**config.mk**
```make
export PLATFORM = sky130hd
export DESIGN_NAME = pbrt_cell
export DESIGN_NICKNAME = d
export VERILOG_FILES = /design/src/hw/rtl/pbrt_pkg.sv /design/src/hw/rtl/pbrt_cell.sv
export SDC_FILE = /design/constraint.sdc
export NUM_CORES = 1
export LEC_CHECK = 0
export BUFFER_PORTS_ARGS = -buffer_cell sky130_fd_sc_hd__buf_2
export CAP_MARGIN = 30
export CORE_ASPECT_RATIO = 1.4
export CORE_UTILIZATION = 45
export DETAILED_ROUTE_END_ITERATION = 6
export MAX_ROUTING_LAYER = met4
export PLACE_DENSITY = 0.78
export SETUP_SLACK_MARGIN = 0.2
export SLEW_MARGIN = 20
export SYNTH_ARGS = -nofsm -noshare
export SYNTH_HDL_FRONTEND = slang
export SYNTH_SLANG_ARGS = --single-unit
```
**constraint.sdc**
```tcl
create_clock -name clk -period 11.05 [get_ports clk]
set_input_delay 0 -clock clk [delete_from_list [all_inputs] [get_ports clk]]
set_output_delay 0 -clock clk [all_outputs]
set_load 0.01 [all_outputs]
```
**src/hw/rtl/pbrt_pkg.sv**
```systemverilog
`timescale 1ns / 1ps
// shared types and codes for the piece block request tracker
// no dependencies
package pbrt_pkg;

	localparam int SPAN_W = 27;

	localparam logic [2:0] ACT_INIT      = 3'd0;
	localparam logic [2:0] ACT_GET       = 3'd1;
	localparam logic [2:0] ACT_OVERLAP   = 3'd2;
	localparam logic [2:0] ACT_SET_DATA  = 3'd3;
	localparam logic [2:0] ACT_GIVE_UP   = 3'd4;
	localparam logic [2:0] ACT_HASH_FAIL = 3'd5;
	localparam logic [2:0] ACT_CLEAR     = 3'd6;

	localparam logic [1:0] ST_OK        = 2'd0;
	localparam logic [1:0] ST_NOT_FOUND = 2'd1;
	localparam logic [1:0] ST_CONFLICT  = 2'd2;
	localparam logic [1:0] ST_NO_TASK   = 2'd3;

	localparam logic [0:0] REG_PIECE_LENGTH = 1'd0;
	localparam logic [0:0] REG_PRIORITY     = 1'd1;

	localparam logic [15:0] CNT_MAX     = 16'hFFFF;
	localparam logic [15:0] LIMIT_GET   = 16'hFFFE;
	localparam logic [15:0] LIMIT_OVL_1 = 16'd1;
	localparam logic [15:0] LIMIT_OVL_2 = 16'd2;
	localparam logic signed [7:0] PRIO_OVL_1 = 8'sd5;
	localparam logic signed [7:0] PRIO_OVL_2 = 8'sd10;

	typedef struct packed {
		logic [2:0]  action;
		logic [19:0] block_offset;
		logic [31:0] source_addr;
		logic [31:0] data_tag;
	} in_t;

	typedef struct packed {
		logic [1:0]  status;
		logic [19:0] task_offset;
		logic [14:0] task_length;
		logic        finished;
		logic [15:0] fail_count;
	} out_t;

	// broadcast to every cell; the word fields stay stable while an item is in the chain
	typedef struct packed {
		logic [2:0]  op;
		logic        en;
		logic [15:0] limit;
		logic [19:0] off;
		logic [31:0] src;
		logic [31:0] tag;
		logic [15:0] fail;
		logic [20:0] plen;
	} cmd_t;

	// token passed cell to cell
	typedef struct packed {
		logic       valid;
		logic       found;
		logic       done;
		logic [1:0] status;
	} link_t;

endpackage

```
**src/hw/rtl/pbrt_cell.sv**
```systemverilog
`timescale 1ns / 1ps
// one block entry of the tracker table, registered hand-off to the next cell
// depends on pbrt_pkg
module pbrt_cell import pbrt_pkg::*; #(
	parameter int BLOCK_BYTES = 16384,
	parameter int IDX_W = 6,
	parameter int K = 0
) (
	input  logic             clk,
	input  logic             arst_n,
	input  cmd_t             cmd,
	input  link_t            lnk_in,
	input  logic [IDX_W-1:0] idx_in,
	output link_t            lnk_out,
	output logic [IDX_W-1:0] idx_out
);

	localparam logic [SPAN_W-1:0] START = SPAN_W'(K * BLOCK_BYTES);
	localparam logic [IDX_W-1:0]  MY_IDX = IDX_W'(K);

	logic        recv_q;
	logic [31:0] tag_q;
	logic [31:0] src_q;
	logic [15:0] outs_q;
	logic [15:0] conf_q;

	logic        recv_d;
	logic [31:0] tag_d;
	logic [31:0] src_d;
	logic [15:0] outs_d;
	logic [15:0] conf_d;

	logic        in_range;
	logic        tok;
	logic        hit_get;
	logic        hit_addr;
	logic        conflict;
	logic [15:0] outs_dec;
	link_t       lnk_d;

	assign tok      = lnk_in.valid;
	assign in_range = START < SPAN_W'(cmd.plen);
	assign hit_get  = tok && in_range && cmd.en && !lnk_in.found && !recv_q
		&& (outs_q <= cmd.limit) && (cmd.op == ACT_GET || cmd.op == ACT_OVERLAP);
	assign hit_addr = tok && in_range && (SPAN_W'(cmd.off) == START)
		&& (cmd.op == ACT_SET_DATA || cmd.op == ACT_GIVE_UP);
	assign outs_dec = (outs_q == 16'd0) ? 16'd0 : outs_q - 16'd1;
	assign conflict = hit_addr && cmd.op == ACT_SET_DATA && recv_q && tag_q != cmd.tag;

	always_comb begin
		recv_d = recv_q;
		tag_d  = tag_q;
		src_d  = src_q;
		outs_d = outs_q;
		conf_d = conf_q;
		if (tok && cmd.op == ACT_INIT) begin
			recv_d = 1'b0;
			src_d  = '0;
			outs_d = '0;
			conf_d = '0;
		end else if (hit_get) begin
			outs_d = outs_q + 16'd1;
		end else if (hit_addr) begin
			outs_d = outs_dec;
			if (cmd.op == ACT_SET_DATA) begin
				if (!recv_q) begin
					recv_d = 1'b1;
					tag_d  = cmd.tag;
					src_d  = cmd.src;
				end else if (tag_q != cmd.tag) begin
					if (conf_q == 16'd0) begin
						tag_d = cmd.tag;
						src_d = cmd.src;
					end
				end else if (src_q != cmd.src && conf_q != CNT_MAX) begin
					conf_d = conf_q + 16'd1;
				end
			end
		end else if (tok && in_range && cmd.op == ACT_CLEAR && recv_q && conf_q < cmd.fail) begin
			recv_d = 1'b0;
			src_d  = '0;
		end
	end

	always_comb begin
		lnk_d        = lnk_in;
		lnk_d.found  = lnk_in.found | hit_get | hit_addr;
		lnk_d.done   = lnk_in.done & (!in_range | recv_d);
		lnk_d.status = conflict ? ST_CONFLICT : lnk_in.status;
	end

	always_ff @(posedge clk or negedge arst_n) begin
		if (!arst_n) begin
			recv_q  <= 1'b0;
			src_q   <= '0;
			outs_q  <= '0;
			conf_q  <= '0;
			lnk_out <= '0;
		end else begin
			recv_q  <= recv_d;
			src_q   <= src_d;
			outs_q  <= outs_d;
			conf_q  <= conf_d;
			lnk_out <= lnk_d;
		end
	end

	always_ff @(posedge clk) begin
		tag_q   <= tag_d;
		idx_out <= hit_get ? MY_IDX : idx_in;
	end

endmodule

```
Word level (Yosys, flattened, before mapping)
Index checks and enable logic that the tools add are counted.
- output and inout port bits: 11
- input bits: 154
- bits in registers: 108
- logic and storage cells: 99
- equal/unequal tests: 15
- mux-type cells: 28
- add/sub/neg operators: 3
- bitwise logic cells: 6
- $lt $le $gt $ge: 3
- reduce and logical (&&, ||, !) cells: 34
- operator list (cell ; count):
    $mux 32 ; 11
    $mux 16 ; 11
    $ne 32x32->1 ; 2
    $add 16x1->16 const B ; 2
    $logic_not 16->1 ; 2
    $lt 1x21->1 const A ; 1
    $logic_not 20->1 ; 1
    $le 16x16->1 ; 1
    $logic_and 1x1->1 ; 16
    $lt 16x16->1 ; 1
    $ne 16x16->1 const B ; 1
    $sub 16x1->16 const B ; 1
    $reduce_and 6->1 ; 2
    $ne 2x1->1 const B ; 4
    $ne 4x2->1 const B ; 2
    $reduce_bool 2->1 ; 4
    $eq 3x2->1 const B ; 2
    $eq 3x3->1 const B ; 2
    $reduce_bool 3->1 ; 2
    $mux 1 ; 5
    $reduce_and 5->1 ; 1
    $eq 3x1->1 const B ; 1
    $logic_not 1->1 ; 3
    $logic_not 3->1 ; 1
    6 further kinds ; 10

Logic depth before layout (Yosys ltp)
- depth after elaboration: 11
- gate-level depth with buffers: 12
- depth with buffers taken out: 10

Worst setup path before layout
No wires, ideal clock.
- path type: register -> register
- from: register conf_q[2]
- to: register tag_q[0], enable pin
- period minus slack after synthesis: 6726 ps
- path slack: 4324 ps
- setup time: 595 ps
- arrival time: 6131 ps
- buffers on the path: 1
- stages on the path, launching flop included: 6
- data required time: 10455 ps
- path through: dfrtp_1 buf_2 nor4_1 and4_1 nand2_1 a2111oi_0
- word-level cells in the longest chain between the ends: 3
- ends and longest elaborated chain (what ; RTL line ; text):
    start: declaration ; pbrt_cell.sv:25 ; logic [15:0] conf_q;
    start signal: assignment ; pbrt_cell.sv:103 ; conf_q <= conf_d;
    $logic_not 16->1 ; pbrt_cell.sv:71 ; if (conf_q == 16'd0) begin
    $ne 2x1->1 (no source line) ; - ;
    $reduce_and 6->1 (no source line) ; - ;
    end signal: assignment ; pbrt_cell.sv:109 ; tag_q <= tag_d;
    end: declaration ; pbrt_cell.sv:22 ; logic [31:0] tag_q;
Every way passes these cells.
A chain may end at the register's enable or synchronous reset.

Worst setup path after layout
- from: register conf_q[13]
- to: register src_q[21]
- word-level cells in the longest chain between the ends: 4
- elaborated cells between the ends (all ways): 6
- classes of those cells: order compare: 1; eq/ne: 1; reduce/logical: 4
- ends and longest elaborated chain (what ; RTL line ; text):
    $lt 16x16->1 ; pbrt_cell.sv:79 ; end else if (tok && in_range && cmd.op == ACT_CLEAR && recv_q && conf_q < cmd.fail) begin
    $logic_and 1x1->1 ; pbrt_cell.sv:79 ;
    $reduce_bool 3->1 (no source line) ; - ;
    $reduce_and 5->1 (no source line) * ; - ;
    end signal: assignment ; pbrt_cell.sv:101 ; src_q <= src_d;
    end: declaration ; pbrt_cell.sv:23 ; logic [31:0] src_q;
Mark *: on every way between the ends. The rest lies on a longest branch, timed or not.

==> metrics.txt <==
critical path's largest stage delay 0.60 ns; starting DRC count in detailed routing 383; sequential fraction of the synthesis area a little over two fifths; worst slew pin tran 0.844 ns; initial antenna violation count 1; drt total wl 17500 um; via count 6079; setup_tns 0 ns; Slew Viols, Final 0; Routed Antenna Nets 0; Skew-Pair Late Insertion Delay 0.36 ns; CTS tree built; RSZ-0062 raised after global routing no; I/O pins 165; cell with the most instances after synthesis inv_1; # H-tree levels 3; Multi-input gate area 0.00331 mm^2; drt pass-1 iters 6; delay-heaviest family, CP compound AO/OA/AOI/OAI gates; fraction of layout cells with a size suffix above 1 21.9%; Hold Vio Cnt, Final 0; minimum clock period between 3 and 4 ns; main area contributors after synthesis dfrtp_1, edfxtp_1, ha_1; Inserted Clock Buffers 9; Via density 5.43; DIE HEIGHT around 140 um; Layout Cells excl Fill 1119; status complete, no violations; Worst slew margin 43.7%; dpl hpwl 11200 um; area leader, netlist dfrtp_1; Critical Path RT 11.32 ns; Peak VDD IR 73.5 uV; Area Overhead vs Synth 33.3%; Yosys top cell area share roughly 27%; number of port buffers about 160; combinational power share 23.1%; Leakage 3.89 nW; EDFF count, synth 32; Fin Hold WS 0.0894 ns; Final #Nets 1118; Sw Ratio a little under a third; Top FF cell, synth dfrtp_1; Clock Path Buffers 2; clock power share about a third; Total Routing Usage GR 24.9%; worst hold path class in2reg; row cnt 51; Crit Path Class reg2reg; most common library cells after synthesis inv_1, dfrtp_1, nand3_1, o21ai_0, nor2_1; Post-CTS Resized 0; register bit total from synthesis about 110; GP Congestion 0.869; CP Max Fanout 64; # clock sinks 108; Period Utilization, post-route 28.2%; Root Buffer clkbuf_16; largest net degree at the start of global routing 71; met1 Track Usage GR 27.6%; Residual DRC 0; Core Area between 0.01 and 0.015 mm^2; crit path cell chain ha_1 > a21oi_1 > nor2b_1 > o21ai_1 > or4b_2 > a211o_1 > a211oi_4 > buf_4 > nand3_1 > o21ai_0; Synth Instances ~700; routed length per instance 15.7 um; routing usage on met2 44.0%; Cell variety after synth 57; Pwr per Cell Area about 130 mW/mm^2; GR met3 Demand/Resource 3.02%; sw power about 0.34 mW; filler cell count 1138; async set-or-reset flop fraction in the synthesized netlist 64.8%; Synthesized Nets 880; post-synthesis average cell area 9.39 um^2; Die Span X 103 um; vias in the first global route 5965; total grt overflow 0; CP bufs+invs 1; CP arrival 3.38 ns; Die Area 0.0149 mm^2; crit path max-delay cell type or4b_2; Initial Util 46.4%; power after layout approximately 1.1 mW; sequential cell area 0.00283 mm^2; first-pass GRT wire length 27700 um; YS warnings 0; Flop pwr share roughly 44%; Worst Clk Skew 0.00924 ns; Finish-stage setup viols 0; total of max-cap violations 0; Max Clk Rate 321 MHz; Post-Syn Area 0.00648 mm^2; CP startpoint kind flop; placed insts a little over 1000; Clock transition at path regs 0.08 ns; Internal 0.741 mW; GR peak layer met2; Setup crit end kind flop
[worst min-delay path, stage by stage]
cell and delay [ns]:
buf_2 0.07, nor2_1 0.03, nand2_1 0.06, nor2_1 0.07
o21a_1 0.18
[stage by stage]
step                util, %  setup slack, ns  cell area (um^2)
floorplan                 -             4.32              6480
global placement       53.7             7.84              7510
detailed placement     53.8             7.99              7520
CTS                    61.6             7.98              8600
global route           61.8             7.70              8630
finish                 61.8             7.93              8630
[power by group through the flow]
stage / Sequential (mW) / Clock (mW) / Combinational (mW)
5_1_grt: 0.486 / 0.371 / 0.283
3_3_place_gp: 0.487 / 0 / 0.217
3_5_place_dp: 0.488 / 0 / 0.221
6_report: 0.482 / 0.352 / 0.250
4_1_cts: 0.479 / 0.358 / 0.245
2_1_floorplan: 0.476 / 0 / 0.147
[layout by cell type, fill, tap and decap left out, types with 7 or more instances in the layout]
cell type / n
a21oi_1: 29
nand3_1: 52
and2_1: 11
edfxtp_1: 32
nand4_1: 24
and3_1: 8
o21ai_0: 45
xnor2_1: 36
clkbuf_16: 9
nor4_1: 23
o21ai_1: 9
inv_1: 73
ha_1: 36
o211ai_1: 8
xor2_1: 38
dlygate4sd3_1: 76
nor2_1: 39
nand2_1: 33
buf_2: 164
buf_4: 7
dfrtp_1: 70
nor3_1: 17
[layout make-up]
type | instances | area share [%]
Timing Repair Buffer | 248 | 19.2
Antenna cell | 1 | 0.0290
Clock buffer | 9 | 2.61
Clock inverter | 7 | 1.13
Inverter | 73 | 3.17
Sequential cell | 108 | 32.8
Tap cell | 185 | 2.68
Multi-Input combinational cell | 488 | 38.3
[cell families after synthesis]
group / share of synthesized area [%]
AO/OA/AOI/OAI: 11.9
flip-flops: 43.7
multiplexers: 0.792
AND/OR/NAND/NOR: 21.1
buffers and inverters: 5.50
XOR/XNOR: 10.0
adder cells (fa/ha/maj): 6.95
[metal layers]
metal  up-vias  routed length [um]
li1       2941                   -
met1      2874                7050
met2       218                9090
met3        46                 832
met4         0                 548
met5         -                   0
[path summary, 6_finish.rpt]
check / slack (ns) / start / depth (start not counted) / to
max: 7.93 / conf_q[13] / 10 / src_q[21]
min: 0.09 / cmd[19] / 5 / lnk_out[2]
max reg2reg: 7.93 / conf_q[13] / 10 / src_q[21]
min reg2reg: 0.54 / src_q[7] / 2 / src_q[7]
max in group asynchronous: 10.36 / arst_n / 4 / conf_q[15]
min in group asynchronous: 0.12 / arst_n / 3 / src_q[30]
[flip-flops by register name (all words and copies together), names as in the netlist]
signal / cells
src_q: 32
outs_q: 16
tag_q: 32
recv_q: 1
idx_out: 6
conf_q: 16
lnk_out: 5
[what timing repair did]
item | in CTS | in global routing
setup endpoints to repair | 0 | 0
buffers inserted | 0 | 0
endpoints found under the hold margin | 145 | 0
hold buffers | 76 | 0
Note: power is estimated with default switching activity, not from simulation.
