===== config.mk =====
export PLATFORM = sky130hd
export DESIGN_NAME = pbrt_ctrl
export DESIGN_NICKNAME = d
export VERILOG_FILES = /design/src/hw/rtl/pbrt_pkg.sv /design/src/hw/rtl/pbrt_ctrl.sv
export SDC_FILE = /design/constraint.sdc
export NUM_CORES = 1
export LEC_CHECK = 0
export BUFFER_PORTS_ARGS = -buffer_cell sky130_fd_sc_hd__buf_2
export CAP_MARGIN = 20
export CELL_PAD_IN_SITES_DETAIL_PLACEMENT = 0
export CELL_PAD_IN_SITES_GLOBAL_PLACEMENT = 2
export CORE_MARGIN = 2
export CORE_UTILIZATION = 33
export CTS_CLUSTER_DIAMETER = 40
export CTS_CLUSTER_SIZE = 8
export DETAILED_ROUTE_END_ITERATION = 8
export PLACE_DENSITY = 0.87
export SLEW_MARGIN = 30
export SYNTH_ARGS = -nofsm -noshare
export SYNTH_HDL_FRONTEND = slang
export SYNTH_SLANG_ARGS = --single-unit

===== constraint.sdc =====
create_clock -name clk -period 3.25 [get_ports clk]
set_input_delay 0.325 -clock clk [delete_from_list [all_inputs] [get_ports clk]]
set_output_delay 0.325 -clock clk [all_outputs]
set_load 0.01 [all_outputs]

===== src/hw/rtl/pbrt_pkg.sv =====
`timescale 1ns / 1ps
// shared types and codes for the piece block request tracker
// no dependencies
package pbrt_pkg;

	localparam int SPAN_W = 27;

	localparam logic [2:0] ACT_INIT      = 3'd0;
	localparam logic [2:0] ACT_GET       = 3'd1;
	localparam logic [2:0] ACT_OVERLAP   = 3'd2;
	localparam logic [2:0] ACT_SET_DATA  = 3'd3;
	localparam logic [2:0] ACT_GIVE_UP   = 3'd4;
	localparam logic [2:0] ACT_HASH_FAIL = 3'd5;
	localparam logic [2:0] ACT_CLEAR     = 3'd6;

	localparam logic [1:0] ST_OK        = 2'd0;
	localparam logic [1:0] ST_NOT_FOUND = 2'd1;
	localparam logic [1:0] ST_CONFLICT  = 2'd2;
	localparam logic [1:0] ST_NO_TASK   = 2'd3;

	localparam logic [0:0] REG_PIECE_LENGTH = 1'd0;
	localparam logic [0:0] REG_PRIORITY     = 1'd1;

	localparam logic [15:0] CNT_MAX     = 16'hFFFF;
	localparam logic [15:0] LIMIT_GET   = 16'hFFFE;
	localparam logic [15:0] LIMIT_OVL_1 = 16'd1;
	localparam logic [15:0] LIMIT_OVL_2 = 16'd2;
	localparam logic signed [7:0] PRIO_OVL_1 = 8'sd5;
	localparam logic signed [7:0] PRIO_OVL_2 = 8'sd10;

	typedef struct packed {
		logic [2:0]  action;
		logic [19:0] block_offset;
		logic [31:0] source_addr;
		logic [31:0] data_tag;
	} in_t;

	typedef struct packed {
		logic [1:0]  status;
		logic [19:0] task_offset;
		logic [14:0] task_length;
		logic        finished;
		logic [15:0] fail_count;
	} out_t;

	// broadcast to every cell; the word fields stay stable while an item is in the chain
	typedef struct packed {
		logic [2:0]  op;
		logic        en;
		logic [15:0] limit;
		logic [19:0] off;
		logic [31:0] src;
		logic [31:0] tag;
		logic [15:0] fail;
		logic [20:0] plen;
	} cmd_t;

	// token passed cell to cell
	typedef struct packed {
		logic       valid;
		logic       found;
		logic       done;
		logic [1:0] status;
	} link_t;

endpackage


===== src/hw/rtl/pbrt_ctrl.sv =====
`timescale 1ns / 1ps
// sequencer: takes a word, launches the token down the cell row, builds the result
// depends on pbrt_pkg
module pbrt_ctrl import pbrt_pkg::*; #(
	parameter int BLOCK_BYTES = 16384,
	parameter int IDX_W = 6
) (
	input  logic             clk,
	input  logic             arst_n,
	input  logic             in_valid,
	output logic             in_stall,
	input  in_t              in_word,
	output logic             out_valid,
	input  logic             out_stall,
	output out_t             out_word,
	input  logic             cfg_valid,
	output logic             cfg_ready,
	input  logic [0:0]       cfg_index,
	input  logic [20:0]      cfg_data,
	output cmd_t             cmd,
	output link_t            lnk_head,
	input  link_t            lnk_tail,
	input  logic [IDX_W-1:0] idx_tail
);

	localparam logic [SPAN_W-1:0] BLK = SPAN_W'(BLOCK_BYTES);

	logic        busy_q;
	logic        launch_q;
	logic        pass2_q;
	logic        pend_q;
	logic        out_valid_q;
	logic [15:0] fail_q;
	logic [20:0] plen_q;
	logic [7:0]  prio_q;
	cmd_t        cmd_q;
	out_t        res_q;
	out_t        out_q;

	logic        accept;
	logic        retry;
	logic        move;
	out_t        res_d;
	logic [SPAN_W-1:0] t_off;
	logic [SPAN_W-1:0] t_rest;
	logic [SPAN_W-1:0] t_len;

	assign accept    = in_valid && !busy_q;
	assign in_stall  = busy_q;
	assign cfg_ready = 1'b1;
	assign out_valid = out_valid_q;
	assign out_word  = out_q;
	assign move      = pend_q && (!out_valid_q || !out_stall);
	assign retry     = lnk_tail.valid && cmd_q.op == ACT_OVERLAP && !lnk_tail.found
		&& !pass2_q && ($signed(prio_q) > PRIO_OVL_2);

	always_comb begin
		cmd      = cmd_q;
		cmd.fail = fail_q;
		cmd.plen = plen_q;
	end

	always_comb begin
		lnk_head        = '0;
		lnk_head.valid  = launch_q;
		lnk_head.done   = 1'b1;
		lnk_head.status = ST_OK;
	end

	// offset and length of the chosen block
	assign t_off  = SPAN_W'(idx_tail) * BLK;
	assign t_rest = SPAN_W'(plen_q) - t_off;
	assign t_len  = (t_rest < BLK) ? t_rest : BLK;

	always_comb begin
		res_d             = '0;
		res_d.finished    = lnk_tail.done;
		res_d.fail_count  = fail_q;
		res_d.status      = lnk_tail.status;
		if (cmd_q.op == ACT_GET || cmd_q.op == ACT_OVERLAP) begin
			if (lnk_tail.found) begin
				res_d.task_offset = t_off[19:0];
				res_d.task_length = t_len[14:0];
			end else begin
				res_d.status = ST_NO_TASK;
			end
		end else if (cmd_q.op == ACT_SET_DATA || cmd_q.op == ACT_GIVE_UP) begin
			if (!lnk_tail.found) res_d.status = ST_NOT_FOUND;
		end
	end

	always_ff @(posedge clk or negedge arst_n) begin
		if (!arst_n) begin
			busy_q      <= 1'b0;
			launch_q    <= 1'b0;
			pass2_q     <= 1'b0;
			pend_q      <= 1'b0;
			out_valid_q <= 1'b0;
			fail_q      <= '0;
			plen_q      <= 21'h100000;
			prio_q      <= '0;
		end else begin
			launch_q <= 1'b0;
			if (cfg_valid) begin
				unique case (cfg_index)
					REG_PIECE_LENGTH: plen_q <= cfg_data;
					REG_PRIORITY:     prio_q <= cfg_data[7:0];
					default: ;
				endcase
			end
			if (accept) begin
				busy_q   <= 1'b1;
				launch_q <= 1'b1;
				pass2_q  <= 1'b0;
				if (in_word.action == ACT_INIT) begin
					fail_q <= '0;
				end else if (in_word.action == ACT_HASH_FAIL && fail_q != CNT_MAX) begin
					fail_q <= fail_q + 16'd1;
				end
			end
			if (retry) begin
				pass2_q  <= 1'b1;
				launch_q <= 1'b1;
			end else if (lnk_tail.valid) begin
				pend_q <= 1'b1;
			end
			if (move) begin
				out_valid_q <= 1'b1;
				pend_q      <= 1'b0;
				busy_q      <= 1'b0;
			end else if (out_valid_q && !out_stall) begin
				out_valid_q <= 1'b0;
			end
		end
	end

	always_ff @(posedge clk) begin
		if (accept) begin
			cmd_q.op  <= in_word.action;
			cmd_q.off <= in_word.block_offset;
			cmd_q.src <= in_word.source_addr;
			cmd_q.tag <= in_word.data_tag;
			if (in_word.action == ACT_GET) begin
				cmd_q.en    <= $signed(prio_q) > 8'sd0;
				cmd_q.limit <= LIMIT_GET;
			end else begin
				cmd_q.en    <= $signed(prio_q) > PRIO_OVL_1;
				cmd_q.limit <= LIMIT_OVL_1;
			end
		end
		if (retry) begin
			cmd_q.limit <= LIMIT_OVL_2;
		end
		cmd_q.fail <= '0;
		cmd_q.plen <= '0;
		if (lnk_tail.valid && !retry) res_q <= res_d;
		if (move) out_q <= res_q;
	end

endmodule


# Yosys cells after proc, flatten, opt, wreduce, memory -nomap -nowiden
# Index checks and enable logic that the tools add are counted.
[word_totals]
ff_bits = 262
in_bits = 125
output_inout_bits = 203
wordCells = 90
[classes]
addsub = 2
n_lt_le_gt_ge = 4
n_eq_ne = 8
mux = 19
bitwise = 1
n_reduce_logical = 30
[ops]
columns = ["op", "n"]
rows = [
  ["2-to-1 mux 16 bit", 2],
  ["< comparator 27 x 15 -> 1 bit (second input constant)", 1],
  ["subtractor 21 x 20 -> 22 bit", 1],
  ["2-to-1 mux 17 bit", 1],
  ["adder 16 x 1 -> 16 bit (second input constant)", 1],
  ["!= test 16 bit (second input constant)", 1],
  ["2-to-1 mux 15 bit", 1],
  ["2-to-1 mux 1 bit", 11],
  ["AND reduction 2 bit", 5],
  ["nonzero test 2 bit", 5],
  ["logical AND 1 bit", 9],
  ["greater-than comparator 8 x 1 -> 1 bit (second input constant)", 1],
  ["greater-than comparator 8 x 4 -> 1 bit (second input constant)", 1],
  ["greater-than comparator 8 x 5 -> 1 bit (second input constant)", 1],
  ["2-to-1 mux 2 bit", 4],
  ["== test 3 x 1 -> 1 bit (second input constant)", 2],
  ["== test 3 x 2 -> 1 bit (second input constant)", 2],
  ["== test 3 bit (second input constant)", 2],
  ["zero test 1 bit", 6],
  ["zero test 3 bit", 1],
  ["logical OR 1 bit", 3],
  ["AND reduction 3 bit", 1],
  ["!= test 2 x 1 -> 1 bit (second input constant)", 1],
  ["NOT 1 bit", 1],
]

# Logic depth before layout (Yosys ltp)
# Gate-level depths: netlist of the first run.
[logic_depth]
ltp_word = 7
mapped_depth = 9
depth_no_buf = 8

# Worst setup path after synthesis of the first run
# No wires, ideal clock.
[synth_timing]
path_type = "reg2reg"
start = "register out_valid_q (netlist: out_valid)"
end = "register out_q (netlist bit out_word[0]), enable pin"
setup_time_ns = 0.454
arrival_ns = 2.455
required_ns = 2.796
slack_ns = 0.341
path_stages_with_launch = 2
n_path_buf = 0
synth_period_minus_slack_ns = 2.909
path_cell_list = "dfrtp_1 -> a21oi_1"
[synth_between]
elab_chain_cells = 3
[synth_rtl]
columns = ["element", "line", "rtl"]
rows = [
  ["start: declaration", "pbrt_ctrl.sv:32", "logic out_valid_q;"],
  ["start signal: assignment", "pbrt_ctrl.sv:98", "out_valid_q <= 1'b0;"],
  ["start signal: assignment", "pbrt_ctrl.sv:128", "out_valid_q <= 1'b1;"],
  ["start signal: assignment", "pbrt_ctrl.sv:132", "out_valid_q <= 1'b0;"],
  ["zero test 1 bit", "pbrt_ctrl.sv:53", "assign move = pend_q && (!out_valid_q || !out_stall);"],
  ["logical OR 1 bit", "pbrt_ctrl.sv:53", ""],
  ["logical AND 1 bit", "pbrt_ctrl.sv:53", ""],
  ["net move", "pbrt_ctrl.sv:42", "logic move;"],
  ["end signal: assignment", "pbrt_ctrl.sv:157", "if (move) out_q <= res_q;"],
  ["end: declaration", "pbrt_ctrl.sv:38", "out_t out_q;"],
]
# The timed path passes the listed nets, and every way through them passes these cells.
# A chain may end at the register's enable or synchronous reset.

# Worst setup path in the final report of the first run
[layout_timing]
start = "register prio_q[7]"
end = "register res_q[30] (netlist bit), enable pin"
[layout_between]
elab_chain_cells = 4
[layout_rtl]
columns = ["element", "line", "rtl"]
rows = [
  ["start: declaration", "pbrt_ctrl.sv:35", "logic [7:0] prio_q;"],
  ["start signal: assignment", "pbrt_ctrl.sv:107", "REG_PRIORITY: prio_q <= cfg_data[7:0];"],
  ["greater-than comparator 8 x 5 -> 1 bit", "pbrt_ctrl.sv:55", "&& !pass2_q && ($signed(prio_q) > PRIO_OVL_2);"],
  ["logical AND 1 bit", "pbrt_ctrl.sv:55", ""],
  ["zero test 1 bit", "pbrt_ctrl.sv:156", "if (lnk_tail.valid && !retry) res_q <= res_d;"],
  ["logical AND 1 bit", "pbrt_ctrl.sv:156", ""],
  ["end signal: assignment", "pbrt_ctrl.sv:156", ""],
  ["end: declaration", "pbrt_ctrl.sv:37", "out_t res_q;"],
]
# Every way passes these cells.

==> results.ini, run 1 <==
[final_layout]
final_area_um2=12110
layoutNonFillerInstCount=1248
drive_gt1_share_pct=46.29
fin_nets=1019
syn2layout_area_growth_pct=44.31

[worst_setup_path]
regToRegSetupSlack_ns=0.88
start_kind=flip-flop
r2r_cells=5
end_kind=flip-flop
critPathMaxFanout=22
critPathKind=flip-flop to flip-flop
worstPathRequired_ns=3.42
arrival_ns=2.53

[die]
initial_core_util_pct=33.43
die_h_um=163.5
ioPinCount=328
rows=58
die-area_um2=26730
fp.dieW_um=163.5
coreArea_um2=25110

[timing]
post-route-period-util_pct=72.82
worst_pin_slew_ns=0.8462
final.setup.tns_ns=0
period_needed_ns=2.367
grt_setup_unrepaired=no
slew_viol_final=0
timing.fmax_mhz=422.6
hold_viol=0
fin_worst_skew_ns=0.01681
relSlewSlack_pct=43.51
report.final.setup_viol=0

[detailed_routing]
drt_iter0_markers=330
via_per_inst=4.461
vias=5567
wirelength_um=22540
antenna_left=0
routedWlPerCell_um=18.06
firstDrtPassIters=4
drcViolationCount=0

[flow_run]
max-cap-violations=0

[synth]
ys_seq_elements=221
synthDistinctLibCells=67
synth_most_common_cell=edfxtp_1
synth_warnings=0
synthTopCellsByCount=168 x edfxtp_1, 49 x buf_4, 49 x dfrtp_1
syn-cell-area_um2=8393
synth.top_cell.area_share_pct=60.11
synthArstFlopShare_pct=22.62
synth_edf_count=168
synthTopCellsByArea=edfxtp_1 60%, dfrtp_1 15%, buf_4 4.4%, mux2_2 3.8%, nor3b_2 1.5%
synth_flop_cell=edfxtp_1
synth_top_area_cell=edfxtp_1
syn_avg_cell_area_um2=17.31
syn_inst=485
seq_area_frac_synth_pct=75.75

[placement]
placedInstanceArea_um2=10060
dp_hpwl_um=15900
globalplace.congestion=0.8280
port_buffers=308
dp_cells=1091

[global_route]
grt_pass1_wl_um=32200
grt_antenna_before_repair=2
grt_max_degree=48
grt_pass1_vias=5677
grtUsageTotal_pct=16.06
overflow=0

[clock_network]
numCtsBuffers=38
root_buffer=clkbuf_16
cts_max_level=2
cts_setup_buffers=0
clock_latency_ns=0.51
cts.path.max_buffers=3
cts_tree=yes
cts_sinks=221
clk_pin_slew_ns=0.05

[power_and_ir_drop]
vdd_drop_max_mv=0.3596
power_density_nw_per_um2=744.9
leakagePower_nw=5.131

[hold_path]
min_path_type=primary input to flip-flop
hold_depth=1

[run_status]
status=finished clean

==> worst max-delay path, cell delays in order, from the launching register on <==
cell and delay, ns:
dfrtp_1 0.40, or4_1 0.55, a21oi_2 0.16, o21ai_0 0.14, inv_2 0.38, buf_4 0.38
==> routing by layer <==
layer / track usage, % / share of wire (%) / wire, um
met3: 5.637 / 8.9 / 2010
met1: 15.89 / 35 / 7836
met2: 30.59 / 54 / 12170
met5: 0 / 0 / 0
met4: 5.981 / 2.3 / 518
==> sequential cells by signal (all words and copies together), names as in the netlist, 8 cells and up <==
name,count
out_word,40
cmd,91
res_q,40
prio_q,8
plen_q,21
fail_q,16
==> worst paths after layout <==
| path | startpoint | to |
|---|---|---|
| setup / recovery | prio_q[7]$_DFFE_PN0P_ | res_q[30]$_SDFFCE_PN0P_ |
| hold / removal | lnk_tail[2] | res_q[16]$_DFFE_PP_ |
| setup reg to reg | prio_q[7]$_DFFE_PN0P_ | res_q[30]$_SDFFCE_PN0P_ |
| hold reg to reg | res_q[28]$_SDFFCE_PN0P_ | out_word[28]$_DFFE_PP_ |
| max in group asynchronous | arst_n | plen_q[5]$_DFFE_PN0P_ |
| min in group asynchronous | arst_n | plen_q[12]$_DFFE_PN0P_ |
==> cell type report <==
cell class,count,area [um2]
sequential,221,6357
antenna,2,5.005
multi-input combinational,213,1648
clock inverter,10,108.9
timing repair buffer,400,2447
clock buffer,60,1085
inverter,12,47.55
tap,330,412.9
fill,2182,13000
==> placed cells by master, fill, tap and decap left out, types with 11 or more instances in the layout <==
cell	count
a21oi_1	14
buf_2	307
clkbuf_1	18
clkbuf_16	39
conb_1	19
dfrtp_1	49
dlygate4sd3_1	85
edfxtp_1	168
mux2_2	28
nand2_1	16
nor2_1	12
o31ai_1	11
==> logic make-up (layout without fill, tap and decap cells) <==
family | Yosys count | after routing | synth area share (%)
xor gates and xnor gates | 3 | 3 | 0.3131
muxes | 31 | 31 | 4.114
buffers and inverters | 68 | 482 | 5.546
and+or+nand+nor | 100 | 100 | 8.452
AOI/OAI and AO/OA | 52 | 52 | 4.457
DFF | 221 | 221 | 75.75
adders and majority gates | 8 | 8 | 1.282
other | 2 | 21 | 0.08948
==> metrics by stage <==
stage          util, %  setup slack, ns  power [mW]  hold slack [ns]
2_1_floorplan        -           0.3408       4.673          0.02941
4_1_cts          48.17           0.8496       9.121         0.002973
5_1_grt          48.24           0.7157       9.433          0.02355
6_report         48.24           0.8835       9.022          0.03722
3_3_place_gp     40.06           0.9260       5.302           0.4006
3_5_place_dp     40.06           0.8692       5.322           0.4045
==> report_power, final <==
part           internal (mW)  leakage, nW  switching, mW
registers               3.66         2.27          0.219
clock network           2.37        0.569           1.30
logic                  0.575         2.29          0.891
total                   6.61         5.13           2.41
==> timing repair <==
action                                  CTS  global route
gates resized for setup                   0             0
hold endpoints to repair                114             1
endpoints found under the setup margin    0             0
hold buffers                             84             1
Power figures use the tool's default switching activity.
==> inputs of run 2 (changes only) <==
Settings changed: ABC_AREA set to 1, CORE_UTILIZATION 33 to 28, PLACE_DENSITY 0.87 to 0.83.
Clock period 3.25 ns to 2.1 ns, I/O delays scaled along.
==> run 2 against run 1 <==
Against the previous run: the run now ends with negative setup slack left; clock-buffer cell count down 5; sequential power up 61%; clock skew up 0.0051 ns; clock power up 49%; core utilization down 5.5 points; worst setup slack worse by 0.90 ns; cell count up 17%; flip-flop and latch count unchanged.
==> results.ini, run 2 <==
[run_status]
status=finished, violations left  ; was finished clean
violations=negative setup slack

[final_layout]
layout_common_cells=308 x buf_2, 168 x edfxtp_1, 113 x dlygate4sd3_1  ; was 307 x buf_2, 168 x edfxtp_1, 85 x dlygate4sd3_1
regArea_um2=6357  ; unchanged
final_common_cell=buf_2  ; unchanged
syn2layout_area_growth_pct=50.95  ; was 44.31%
multi_input_area_um2=1559  ; was 1648 um2
drive_gt1_share_pct=38.51  ; was 46.29%
fin_util_pct=42.74  ; was 48.24%
largest_register_ffs=91  ; unchanged
num-fill-cells=2795  ; was 2,182
fin_nets=1182  ; was 1,019

[placement]
port_buffers=308  ; unchanged
globalplace.congestion=0.8361  ; was 0.8280
dpl_worst_slack_ns=-0.03173  ; was 0.8692 ns
dp_hpwl_um=15960  ; was 15,900 um

[synth]
synthDistinctLibCells=37  ; was 67
synth_flop_cell=edfxtp_1  ; unchanged
syn_inst=611  ; was 485
synth.top_cell.area_share_pct=60.28  ; was 60.11%
synthTopCellsByArea=edfxtp_1 60%, dfrtp_1 15%, buf_4 4.4%, nand2_1 4.3%, nor2_1 3.1%  ; was edfxtp_1 60%, dfrtp_1 15%, buf_4 4.4%, mux2_2 3.8%, nor3b_2 1.5%
synth_top_area_cell=edfxtp_1  ; unchanged
synth_warnings=0  ; unchanged
synthArstFlopShare_pct=22.62  ; unchanged
seq_area_frac_synth_pct=75.96  ; was 75.75%
syn_avg_cell_area_um2=13.70  ; was 17.31 um2
synth_edf_count=168  ; unchanged
synthTopCellsByCount=168 x edfxtp_1, 96 x nand2_1, 69 x nor2_1  ; was 168 x edfxtp_1, 49 x buf_4, 49 x dfrtp_1
synth_most_common_cell=edfxtp_1  ; unchanged
ys_seq_elements=221  ; unchanged
syn-cell-area_um2=8369  ; was 8393 um2

[worst_setup_path]
critPathKind=flip-flop to flip-flop  ; unchanged
worstPathRequired_ns=2.47  ; was 3.42 ns
path_depth=12  ; was 5
arrival_ns=2.48  ; was 2.53 ns
path_delay_family=simple AND/OR/NAND/NOR gates  ; was buffers and inverters
crit_buf_inv=3  ; was 2
r2r_cells=12  ; was 5
critPathMaxFanout=7  ; was 22
crit_chain=inv_2 > ha_4 > inv_2 > fa_2 > nor2_1 > nand2_1 > nor2_1 > nand3_1 > nor2_2 > nand4_4 > clkbuf_16 > nor2_2  ; was or4_1 > a21oi_2 > o21ai_0 > inv_2 > buf_4
end_kind=flip-flop  ; unchanged
slowest_delay_ns=0.41  ; was 0.55 ns
start_kind=flip-flop  ; unchanged
slowest_stage=fa_2  ; was or4_1

[hold_path]
hold_depth=3  ; was 1
min_path_type=primary input to flip-flop  ; unchanged

[global_route]
overflow=0  ; unchanged
gr-usage-met1_pct=14.66  ; was 15.89%
grtUsageTotal_pct=13.29  ; was 16.06%
gr-usage-met3_pct=3.436  ; was 5.637%
busiest_layer=met2  ; unchanged
grt_util_met2_pct=24.53  ; was 30.59%
grt_antenna_before_repair=3  ; was 2
grt_max_degree=85  ; was 48
grt_pass1_wl_um=31910  ; was 32,200 um
grt_pass1_vias=5861  ; was 5,677

[clock_network]
cts_sinks=221  ; unchanged
root_buffer=clkbuf_16  ; unchanged
clock_latency_ns=0.51  ; about the same
cts_tree=yes  ; unchanged
cts_max_level=2  ; unchanged
cts.path.max_buffers=3  ; unchanged
clk_pin_slew_ns=0.05  ; about the same
numCtsBuffers=38  ; unchanged

[detailed_routing]
wirelength_um=22090  ; was 22,540 um
antenna_left=0  ; unchanged
routedWlPerCell_um=15.07  ; was 18.06 um
drt_iter0_markers=262  ; was 330
vias=5987  ; was 5,567
drcViolationCount=0  ; unchanged
via_per_inst=4.084  ; was 4.461
firstDrtPassIters=6  ; was 4

[power_and_ir_drop]
swShare_pct=27.74  ; was 26.76%
power_frac_comb_pct=18.3  ; was 16.2%
leakagePower_nw=5.545  ; was 5.131 nW
internal_power_mw=10.37  ; was 6.608 mW
clkPwrFrac_pct=38.1  ; was 40.8%
p_total_mw=14.35  ; was 9.022 mW
switching_power_mw=3.982  ; was 2.414 mW
vdd_drop_max_mv=0.4972  ; was 0.3596 mV
p_seq_share_pct=43.6  ; was 43.0%
power_density_nw_per_um2=1136  ; was 744.9 nW/um2

[flow_run]
max-cap-violations=0  ; unchanged

[die]
coreArea_um2=29560  ; was 25,110 um2
fp.dieW_um=176.9  ; was 163.5 um
initial_core_util_pct=28.31  ; was 33.43%
ioPinCount=328  ; unchanged
die_h_um=176.9  ; was 163.5 um
rows=63  ; was 58
die-area_um2=31290  ; was 26,730 um2

[timing]
period_needed_ns=2.113  ; was 2.367 ns
hold_viol=0  ; unchanged
timing.fmax_mhz=473.3  ; was 422.6 MHz
fin_worst_skew_ns=0.02187  ; was 0.01681 ns
grt_setup_unrepaired=yes  ; was no
worst_pin_slew_ns=0.5212  ; was 0.8462 ns
post-route-period-util_pct=100.6  ; was 72.82%
layout_setup_ws_ns=-0.01279  ; was 0.8835 ns
relSlewSlack_pct=64.99  ; was 43.51%
slew_viol_final=0  ; unchanged
report.final.setup_viol=2  ; was 0

[run 2: cell count changes in the layout (fill, tap and decap cells not counted), moves of 9 or more]
cell / previous run / this run
o31ai_1: 11 / 0
nor2_4: 1 / 10
nor2_1: 12 / 56
inv_1: 10 / 52
dlygate4sd3_1: 85 / 113
nand2_1: 16 / 96
mux2_2: 28 / 5
or4_1: 10 / 0
o21ai_0: 4 / 28
nor3b_2: 10 / 0
[run 2: final cells by class]
cell class / instances / area share (%)
Inverter: 55 / 1.634
Tap cell: 390 / 3.863
Multi-Input combinational cell: 294 / 12.34
Antenna cell: 1 / 0.01981
Clock inverter: 11 / 0.8715
Sequential cell: 221 / 50.32
Timing Repair Buffer: 439 / 22.76
Clock buffer: 55 / 8.191
[run 2: tightest hold or removal path, stage by stage]
cell and delay [ns]:
buf_2 0.11, inv_1 0.06, o21ai_0 0.08
[run 2: kinds of logic after synthesis]
group           share of synthesized area, %
compound gates                         3.453
xor+xnor                               1.047
fa+ha+maj                              1.286
buf+inv                                7.550
flops                                  75.96
mux                                   0.6727
other cells                          0.08973
simple gates                           9.942
[run 2: path summary, 6_finish.rpt]
| path | slack, ns | end | from |
|---|---|---|---|
| worst min register to register | 0.41 | out_word[50]$_DFFE_PP_ | res_q[50]$_SDFFCE_PN0P_ |
| min in group asynchronous | 0.23 | plen_q[10]$_DFFE_PN0P_ | arst_n |
| worst max-delay path | -0.01 | res_q[19]$_SDFFCE_PN0P_ | plen_q[14]$_DFFE_PN0P_ |
| max in group asynchronous | 1.57 | plen_q[20]$_DFFE_PN1P_ | arst_n |
| worst max register to register | -0.01 | res_q[19]$_SDFFCE_PN0P_ | plen_q[14]$_DFFE_PN0P_ |
| worst min-delay path | 0.01 | prio_q[1]$_DFFE_PN0P_ | cfg_data[1] |
[run 2: layer usage]
layer	part of all wire (%)	wire length, um
met5	0	0
met4	2.4	527
met3	6.6	1448
met2	52	11570
met1	39	8541
[run 2: per-stage QoR]
stage	std cells	hold slack [ns]	instance area, um2	setup TNS [ns]
2_1_floorplan	628	-0.08559	8439	-21.90
3_3_place_gp	1283	0.2282	10210	0
3_5_place_dp	1283	0.2279	10210	-0.04090
4_1_cts	1465	0.004183	12570	-0.3711
5_1_grt	1465	0.02850	12630	-1.324
6_report	1466	0.01092	12630	-0.01455
[run 2: repair_timing]
action | CTS | global route
endpoints found under the hold margin | 165 | 0
hold buffers | 113 | 0
gates cloned | 1 | 0
setup buffers | 2 | 0
gates resized for setup | 12 | 18
pin swaps | 5 | 4
setup endpoints to repair | 14 | 15
[run 2: power by group through the flow]
stage | clock, mW | combinational, mW | sequential [mW]
finish | 5.47 | 2.63 | 6.26
global route | 5.81 | 2.90 | 6.36
detailed placement | 0 | 2.48 | 6.35
floorplan | 0 | 1.12 | 6.58
CTS | 5.63 | 2.68 | 6.28
global placement | 0 | 2.47 | 6.32
